### src/sv/crc16fr_pkg.sv
package crc16fr_pkg;

  // Frame format constants.
  localparam int unsigned FRAME_OVERHEAD  = 5;
  localparam int unsigned MAX_FRAME_BYTES = 1024;

  // Field widths.
  localparam int unsigned BYTE_W  = 8;
  localparam int unsigned POS_W   = 10;
  localparam int unsigned LIMIT_W = 11;
  localparam int unsigned TOTAL_W = 17;
  localparam int unsigned CRC_W   = 16;
  localparam int unsigned IDX_W   = 1;

  // CRC-16/XMODEM polynomial.
  localparam logic [CRC_W-1:0] CRC_POLY = 16'h1021;

  // Register reset values, the frame length cap and the overhead total.
  localparam logic [BYTE_W-1:0]  SYNC_RESET      = 8'hA5;
  localparam logic [LIMIT_W-1:0] MAX_LEN_RESET   = 11'd1024;
  localparam logic [LIMIT_W-1:0] MAX_FRAME_LIMIT = LIMIT_W'(MAX_FRAME_BYTES);
  localparam logic [TOTAL_W-1:0] OVERHEAD_TOTAL  = TOTAL_W'(FRAME_OVERHEAD);

  // Configuration register indexes.
  typedef enum logic [IDX_W-1:0] {
    REG_SYNC_BYTE     = 1'b0,
    REG_MAX_FRAME_LEN = 1'b1
  } cfg_reg_t;

  // Receive phase.
  typedef enum logic [1:0] {
    PH_HUNT   = 2'd0,
    PH_LEN_HI = 2'd1,
    PH_LEN_LO = 2'd2,
    PH_BODY   = 2'd3
  } phase_t;

  // One byte of the CRC, MSB first, eight shift steps.
  function automatic logic [CRC_W-1:0] crc_update(input logic [CRC_W-1:0] crc_in,
                                                  input logic [BYTE_W-1:0] data);
    logic [CRC_W-1:0] crc;
    crc = crc_in ^ {data, 8'h00};
    for (int k = 0; k < BYTE_W; k++) begin
      if (crc[CRC_W-1]) begin
        crc = {crc[CRC_W-2:0], 1'b0} ^ CRC_POLY;
      end else begin
        crc = {crc[CRC_W-2:0], 1'b0};
      end
    end
    return crc;
  endfunction

endpackage

### src/sv/crc16fr_if.sv
// Received byte channel.
interface crc16fr_rx_if;
  logic                             valid;
  logic                             ready;
  logic [crc16fr_pkg::BYTE_W-1:0]   rx_byte;

  modport source (output valid, output rx_byte, input ready);
  modport sink   (input valid, input rx_byte, output ready);
endinterface

// Result channel: one echoed frame byte with its flags.
interface crc16fr_res_if;
  logic                             valid;
  logic                             ready;
  logic [crc16fr_pkg::BYTE_W-1:0]   byte_out;
  logic [crc16fr_pkg::POS_W-1:0]    byte_pos;
  logic                             is_payload;
  logic                             frame_end;
  logic                             crc_match;
  logic                             len_error;

  modport source (output valid, output byte_out, output byte_pos, output is_payload,
                  output frame_end, output crc_match, output len_error, input ready);
  modport sink   (input valid, input byte_out, input byte_pos, input is_payload,
                  input frame_end, input crc_match, input len_error, output ready);
endinterface

// Configuration write channel.
interface crc16fr_cfg_if;
  logic                             valid;
  logic                             ready;
  logic [crc16fr_pkg::IDX_W-1:0]    index;
  logic [crc16fr_pkg::LIMIT_W-1:0]  data;

  modport source (output valid, output index, output data, input ready);
  modport sink   (input valid, input index, input data, output ready);
endinterface

### src/sv/crc16_frame_receiver_top.sv
// A result is registered: it appears in the cycle after the byte that causes it is transferred.
// Throughput: one byte per cycle; the bytewise CRC update and the length check
// sit between the input handshake and the result register.
// Input is taken while the result register is empty or transferring; a held result stalls it.
// Reset (synchronous, active high) returns to sync hunting, clears the CRC and
// counters, and loads sync byte 0xA5 and a maximum frame length of 1024.
module crc16_frame_receiver_top (
  input logic          clk,
  input logic          rst,
  crc16fr_cfg_if.sink  cfg,
  crc16fr_rx_if.sink   rx,
  crc16fr_res_if.source res
);
  import crc16fr_pkg::*;

  // Configuration registers.
  logic [BYTE_W-1:0]  sync_byte;
  logic [LIMIT_W-1:0] max_frame_len;

  // Receive state.
  phase_t             phase, phase_next;
  logic [POS_W-1:0]   byte_count, byte_count_next;
  logic [LIMIT_W-1:0] frame_total, frame_total_next;
  logic [CRC_W-1:0]   crc_running, crc_running_next;
  logic [BYTE_W-1:0]  crc_high_byte, crc_high_byte_next;
  logic [BYTE_W-1:0]  len_high, len_high_next;

  // Result register.
  logic               res_valid;
  logic [BYTE_W-1:0]  byte_out;
  logic [POS_W-1:0]   byte_pos;
  logic               is_payload, frame_end, crc_match, len_error;
  logic               emit, emit_payload, emit_end, emit_match, emit_lerr;
  logic [POS_W-1:0]   emit_pos;

  // Datapath terms.
  logic               rx_xfer;
  logic [BYTE_W-1:0]  b;
  logic [CRC_W-1:0]   crc_base, crc_new;
  logic [TOTAL_W-1:0] total_calc;
  logic [LIMIT_W-1:0] limit;
  logic               len_ok;
  logic [LIMIT_W-1:0] pos_plus2;
  logic               body_mid, body_crc_hi;

  assign cfg.ready = 1'b1;
  assign rx.ready  = !res_valid || res.ready;
  assign rx_xfer   = rx.valid && rx.ready;
  assign b         = rx.rx_byte;

  // Configuration writes.
  always_ff @(posedge clk) begin
    if (rst) begin
      sync_byte     <= SYNC_RESET;
      max_frame_len <= MAX_LEN_RESET;
    end else if (cfg.valid) begin
      unique case (cfg_reg_t'(cfg.index))
        REG_SYNC_BYTE:     sync_byte     <= cfg.data[BYTE_W-1:0];
        REG_MAX_FRAME_LEN: max_frame_len <= cfg.data;
        default:           ;
      endcase
    end
  end

  // CRC, length check and body position compares.
  assign crc_base    = (phase == PH_HUNT) ? '0 : crc_running;
  assign crc_new     = crc_update(crc_base, b);
  assign total_calc  = TOTAL_W'({len_high, b}) + OVERHEAD_TOTAL;
  assign limit       = (max_frame_len > MAX_FRAME_LIMIT) ? MAX_FRAME_LIMIT : max_frame_len;
  assign len_ok      = (total_calc > OVERHEAD_TOTAL) &&
                       (total_calc <= TOTAL_W'(limit));
  assign pos_plus2   = LIMIT_W'(byte_count) + LIMIT_W'(2);
  assign body_mid    = pos_plus2 < frame_total;
  assign body_crc_hi = pos_plus2 == frame_total;

  // Next phase.
  always_comb begin
    phase_next = phase;
    if (rx_xfer) begin
      unique case (phase)
        PH_HUNT:   phase_next = (b == sync_byte) ? PH_LEN_HI : PH_HUNT;
        PH_LEN_HI: phase_next = PH_LEN_LO;
        PH_LEN_LO: phase_next = len_ok ? PH_BODY : PH_HUNT;
        PH_BODY:   phase_next = (body_mid || body_crc_hi) ? PH_BODY : PH_HUNT;
      endcase
    end
  end

  // Datapath updates and result fields.
  always_comb begin
    byte_count_next    = byte_count;
    frame_total_next   = frame_total;
    crc_running_next   = crc_running;
    crc_high_byte_next = crc_high_byte;
    len_high_next      = len_high;
    emit               = 1'b0;
    emit_pos           = byte_count;
    emit_payload       = 1'b0;
    emit_end           = 1'b0;
    emit_match         = 1'b0;
    emit_lerr          = 1'b0;
    if (rx_xfer) begin
      unique case (phase)
        PH_HUNT: begin
          if (b == sync_byte) begin
            emit             = 1'b1;
            emit_pos         = '0;
            crc_running_next = crc_new;
            byte_count_next  = POS_W'(1);
          end
        end
        PH_LEN_HI: begin
          emit             = 1'b1;
          crc_running_next = crc_new;
          len_high_next    = b;
          byte_count_next  = byte_count + POS_W'(1);
        end
        PH_LEN_LO: begin
          emit = 1'b1;
          if (len_ok) begin
            crc_running_next = crc_new;
            frame_total_next = total_calc[LIMIT_W-1:0];
            byte_count_next  = byte_count + POS_W'(1);
          end else begin
            emit_end           = 1'b1;
            emit_lerr          = 1'b1;
            byte_count_next    = '0;
            frame_total_next   = '0;
            crc_running_next   = '0;
            crc_high_byte_next = '0;
          end
        end
        PH_BODY: begin
          emit = 1'b1;
          if (body_mid) begin
            emit_payload     = 1'b1;
            crc_running_next = crc_new;
            byte_count_next  = byte_count + POS_W'(1);
          end else if (body_crc_hi) begin
            crc_high_byte_next = b;
            byte_count_next    = byte_count + POS_W'(1);
          end else begin
            emit_end           = 1'b1;
            emit_match         = crc_running == {crc_high_byte, b};
            byte_count_next    = '0;
            frame_total_next   = '0;
            crc_running_next   = '0;
            crc_high_byte_next = '0;
          end
        end
      endcase
    end
  end

  // State registers.
  always_ff @(posedge clk) begin
    if (rst) begin
      phase         <= PH_HUNT;
      byte_count    <= '0;
      frame_total   <= '0;
      crc_running   <= '0;
      crc_high_byte <= '0;
      len_high      <= '0;
      res_valid     <= 1'b0;
    end else begin
      phase         <= phase_next;
      byte_count    <= byte_count_next;
      frame_total   <= frame_total_next;
      crc_running   <= crc_running_next;
      crc_high_byte <= crc_high_byte_next;
      len_high      <= len_high_next;
      if (rx_xfer) begin
        res_valid <= emit;
      end else if (res.ready) begin
        res_valid <= 1'b0;
      end
    end
  end

  // Result payload register, loaded when a byte produces a result.
  always_ff @(posedge clk) begin
    if (emit) begin
      byte_out   <= b;
      byte_pos   <= emit_pos;
      is_payload <= emit_payload;
      frame_end  <= emit_end;
      crc_match  <= emit_match;
      len_error  <= emit_lerr;
    end
  end

  assign res.valid      = res_valid;
  assign res.byte_out   = byte_out;
  assign res.byte_pos   = byte_pos;
  assign res.is_payload = is_payload;
  assign res.frame_end  = frame_end;
  assign res.crc_match  = crc_match;
  assign res.len_error  = len_error;

  // A frame-ending byte always sends the receiver back to hunting.
  a_end_to_hunt: assert property (@(posedge clk) disable iff (rst)
    (rx_xfer && emit && emit_end) |=> (phase == PH_HUNT && byte_count == '0))
    else $error("frame end did not return to hunting");

  // Flags on a delivered result are mutually consistent.
  a_flags: assert property (@(posedge clk) disable iff (rst)
    (res.valid && (res.crc_match || res.len_error)) |->
      (res.frame_end && !(res.crc_match && res.len_error) && !res.is_payload))
    else $error("inconsistent result flags");

  // A byte that starts a frame comes from hunting and sits at position zero.
  a_start_pos: assert property (@(posedge clk) disable iff (rst)
    (rx_xfer && phase == PH_HUNT && emit) |=> (res.valid && res.byte_pos == '0))
    else $error("sync byte not delivered at position zero");

  // Body bytes never run past the checked frame total.
  a_body_bound: assert property (@(posedge clk) disable iff (rst)
    (phase == PH_BODY) |-> (LIMIT_W'(byte_count) < frame_total &&
                            frame_total <= MAX_FRAME_LIMIT))
    else $error("body position beyond frame total");

endmodule

### src/flat_wrapper.sv
// flat-port wrapper written by rule: the top's interface ports become plain ports
module crc16_frame_receiver_top_flat import crc16fr_pkg::*;
  (clk, rst, cfg_valid, cfg_index, cfg_data, cfg_ready, rx_valid, rx_rx_byte, rx_ready, res_valid, res_byte_out, res_byte_pos, res_is_payload, res_frame_end, res_crc_match, res_len_error, res_ready);
  crc16fr_cfg_if cfg_i ();
  crc16fr_rx_if rx_i ();
  crc16fr_res_if res_i ();
  input logic clk;
  input logic rst;
  input wire logic [$bits(cfg_i.valid)-1:0] cfg_valid;
  input wire logic [$bits(cfg_i.index)-1:0] cfg_index;
  input wire logic [$bits(cfg_i.data)-1:0] cfg_data;
  output wire logic [$bits(cfg_i.ready)-1:0] cfg_ready;
  input wire logic [$bits(rx_i.valid)-1:0] rx_valid;
  input wire logic [$bits(rx_i.rx_byte)-1:0] rx_rx_byte;
  output wire logic [$bits(rx_i.ready)-1:0] rx_ready;
  output wire logic [$bits(res_i.valid)-1:0] res_valid;
  output wire logic [$bits(res_i.byte_out)-1:0] res_byte_out;
  output wire logic [$bits(res_i.byte_pos)-1:0] res_byte_pos;
  output wire logic [$bits(res_i.is_payload)-1:0] res_is_payload;
  output wire logic [$bits(res_i.frame_end)-1:0] res_frame_end;
  output wire logic [$bits(res_i.crc_match)-1:0] res_crc_match;
  output wire logic [$bits(res_i.len_error)-1:0] res_len_error;
  input wire logic [$bits(res_i.ready)-1:0] res_ready;
  assign cfg_i.valid = cfg_valid;
  assign cfg_i.index = cfg_index;
  assign cfg_i.data = cfg_data;
  assign cfg_ready = cfg_i.ready;
  assign rx_i.valid = rx_valid;
  assign rx_i.rx_byte = rx_rx_byte;
  assign rx_ready = rx_i.ready;
  assign res_valid = res_i.valid;
  assign res_byte_out = res_i.byte_out;
  assign res_byte_pos = res_i.byte_pos;
  assign res_is_payload = res_i.is_payload;
  assign res_frame_end = res_i.frame_end;
  assign res_crc_match = res_i.crc_match;
  assign res_len_error = res_i.len_error;
  assign res_i.ready = res_ready;
  crc16_frame_receiver_top u_core (.clk(clk), .rst(rst), .cfg(cfg_i), .rx(rx_i), .res(res_i));
endmodule
### config.mk
export PLATFORM = sky130hd
export DESIGN_NAME = crc16_frame_receiver_top_flat
export DESIGN_NICKNAME = d
export VERILOG_FILES = /design/src/sv/crc16fr_pkg.sv /design/src/sv/crc16fr_if.sv /design/src/sv/crc16_frame_receiver_top.sv /design/src/flat_wrapper.sv
export SDC_FILE = /design/constraint.sdc
export NUM_CORES = 1
export LEC_CHECK = 0
export BUFFER_PORTS_ARGS = -buffer_cell sky130_fd_sc_hd__buf_4
export CORE_AREA = 5 5 137 139
export DETAILED_ROUTE_END_ITERATION = 10
export DIE_AREA = 0 0 142 144
export PLACE_DENSITY = 0.47
export SETUP_SLACK_MARGIN = 0.1
export SLEW_MARGIN = 20
export SYNTH_ARGS = -nofsm -noshare
export SYNTH_HDL_FRONTEND = slang
export SYNTH_SLANG_ARGS = --single-unit
### constraint.sdc
create_clock -name clk -period 3.6 [get_ports clk]
set_input_delay 0.18 -clock clk [delete_from_list [all_inputs] [get_ports clk]]
set_output_delay 0.18 -clock clk [all_outputs]
set_load 0.005 [all_outputs]
==> results.toml <==
[critical_path]
path_cells = "nand3_1, o31a_1, or2_2, ha_1, a211oi_1, o21ai_0, a211oi_1, nor3_1, nor4_4, buf_4, or3b_2, nand2_1, a21oi_1"
cp_slowest_cell = "or3b_2"
crit_type = "register to register"
crit_buf_inv = 1
endpoint_kind = "register"
crit_arrival_ns = 3.50
cp_top_family = "simple AND/OR/NAND/NOR gates"
slowest_delay_ns = 0.57
worst-path-stages = 13
cp-start-kind = "register"
worstPathRequired_ns = 3.81
path_max_fanout = 8
ff2ff_path_depth = 13
cp_common_cell = "a211oi_1"

[logic_synthesis]
syn_avg_cell_area_um2 = 8.75
yosys-top-cells-area = "dfxtp_1 28%, edfxtp_1 12%, nand2_1 7.1%"
synth_top_area_share_pct = 28.2
synth.distinct_cells = 59
synth_edf_count = 22
syn_inst = 608
synth-seq-area-share_pct = 40.6
ys_warn_count = 0
yosysTopAreaCell = "dfxtp_1"
syn_nets = 659
synth_area_um2 = 5320
ys_ff_latch = 97
synth_flop_cell = "dfxtp_1"
synth-async-reset-ratio_pct = 0

[floorplan]
die_x_um = 142
dieArea_um2 = 20400
ios = 50
rows = 49
core_um2 = 17500
die_h_um = 144
start_util_pct = 30.3

[clock_tree]
cts-root-buf = "clkbuf_16"
insertion_delay_ns = 0.36
cts_made_buffers = 9
holdBufCountCts = 0
clock-sinks = 97
cts_setup_buffers = 0
htree_levels = 3
clk_pin_slew_ns = 0.07
cts_tree = "done"
cts_buffer_depth = 2
ctsResizeCount = 0

[placed_design]
io_buffers = 48
place_area_um2 = 5990
dpl_worst_slack_ns = 0.0986
dpl.cell_count = 874
dp.final_hpwl_mm = 10.8
place_congestion = 0.888

[grt]
grt_pass1_wl_mm = 23.1
track_usage_pct = 14.3
antenna_found_initial = 0
grt_pass1_vias = 4384
grt_max_degree = 55
grt_overflow = 0

[final_layout]
fill_cells = 1889
area_delta_synth_final_pct = 18.1
nets = 707
fin_cells = 890
final_layout_size_suffix_gt1_share_pct = 15.6
utilization_pct = 35.8
finish.instance_area_um2 = 6280
n_antenna_cell = 0

[timing]
max_freq_mhz = 304
hold_violations = 0
min_period_ns = 3.28
max_slew_margin_pct = 58.2
setup_viol = 0
slew_violations = 0
tightest_slew_ns = 0.625
rsz0062_at_grt = "no"
worst_slack_ns = 0.315
worst_clock_skew_ns = 0.0107
fin_tns_setup_ns = 0
finalHoldWorstSlack_ns = 0.0496
fin_crit_sh_pct = 91.2

[route]
first_pass_iters = 4
ant_nets = 0
via_count = 4378
wl_per_cell_um = 16.0
drt-vias-per-instance = 4.92
drt_iter0_drc = 292
drc = 0
totalWireLength_mm = 14.3

[power]
power_mw = 2.29
p_per_area_nw_per_um2 = 364
leakagePower_nw = 2.47
max-vdd-ir-drop_mv = 0.218

[worst_hold_path]
hold_depth = 3
min_path_type = "primary input to register"

[run]
drv_cap = 0

[status]
status = "completed"
## kinds of logic (layout without fill, tap and decap cells)
group | after synthesis | in the layout | synth area share (%)
fa+ha+maj | 26 | 26 | 6.12
xor+xnor | 67 | 67 | 11.0
simple gates | 241 | 241 | 22.0
flops | 97 | 97 | 40.6
buf+inv | 62 | 115 | 4.89
other cells | 1 | 1 | 0.0705
compound gates | 106 | 106 | 13.7
mux | 8 | 8 | 1.53
## cells in the final DEF, fill, tap and decap left out, drive strengths merged, types with 8 or more instances in the layout
master and n:
edfxtp 22, clkbuf 10, o2bb2ai 15, a22oi 13, and3 8, dfxtp 75, nor3 11, nand2 100
ha 26, nor2 39, nand3 26, nor4 13, a21oi 33, xnor2 35, inv 28, buf 74
xor2 32, nor2b 10, nand4 9, o21ai 16
## report_power, final
part           switching, mW  internal (mW)
logic                  0.125         0.0845
clock network          0.451          0.496
registers            0.00841           1.12
total                  0.585           1.70
## registers in the layout, summed over array words and instances, names as in the netlist
name,cells
u_core.byte_count,10
u_core.crc_high_byte,8
u_core.crc_running,16
u_core.frame_total,11
u_core.len_high,8
u_core.max_frame_len,11
u_core.phase,2
u_core.res.byte_out,8
u_core.res.byte_pos,10
u_core.res.crc_match,1
u_core.res.frame_end,1
u_core.res.is_payload,1
u_core.res.len_error,1
u_core.res.valid,1
u_core.sync_byte,8
## path summary, 6_finish.rpt
kind | start | to | slack (ns)
setup / recovery | u_core.len_high[1] | u_core.crc_high_byte[5] | 0.32
hold / removal | cfg_data[0] | u_core.sync_byte[0] | 0.05
setup reg to reg | u_core.len_high[1] | u_core.crc_high_byte[5] | 0.32
hold reg to reg | u_core.max_frame_len[0] | u_core.max_frame_len[0] | 0.45
## Yosys cell counts (all sizes together), types with 3 or more instances
| library cell | number |
|---|---|
| nand2 | 100 |
| dfxtp | 75 |
| nor2 | 39 |
| xnor2 | 35 |
| a21oi | 33 |
| xor2 | 32 |
| ha | 26 |
| nand3 | 26 |
| inv | 25 |
| clkbuf | 24 |
| edfxtp | 22 |
| o21ai | 16 |
| o2bb2ai | 15 |
| a22oi | 13 |
| buf | 13 |
| nor4 | 13 |
| nor3 | 11 |
| nor2b | 10 |
| nand4 | 9 |
| and3 | 8 |
| mux2i | 7 |
| nand2b | 7 |
| a211oi | 5 |
| or2 | 4 |
| nor3b | 3 |
| o211ai | 3 |
## layout make-up
cell class | instances | area [µm²] | share of cell area [%]
Multi-Input combinational cell | 449 | 2900 | 46.1
Sequential cell | 97 | 2160 | 34.4
Timing Repair Buffer | 74 | 556 | 8.84
Tap cell | 229 | 287 | 4.56
Clock buffer | 10 | 239 | 3.80
Inverter | 25 | 93.8 | 1.49
Clock inverter | 6 | 48.8 | 0.777
## worst register-to-register path: stages (launching register included)
cell      delay [ns]
dfxtp_1         0.41
nand3_1         0.15
o31a_1          0.27
or2_2           0.33
ha_1            0.33
a211oi_1        0.07
o21ai_0         0.07
a211oi_1        0.07
nor3_1          0.42
nor4_4          0.10
buf_4           0.18
or3b_2          0.57
nand2_1         0.11
a21oi_1         0.07
## per-layer routing
metal | vias to the layer above | wire length [µm] | GRT usage [%]
met4 | 0 | 258 | 4.65
met2 | 69 | 6750 | 23.8
met5 | - | 0 | 0
li1 | 2210 | - | -
met1 | 2082 | 6710 | 18.4
met3 | 17 | 535 | 3.11
Note: power is estimated with default switching activity, not from simulation.
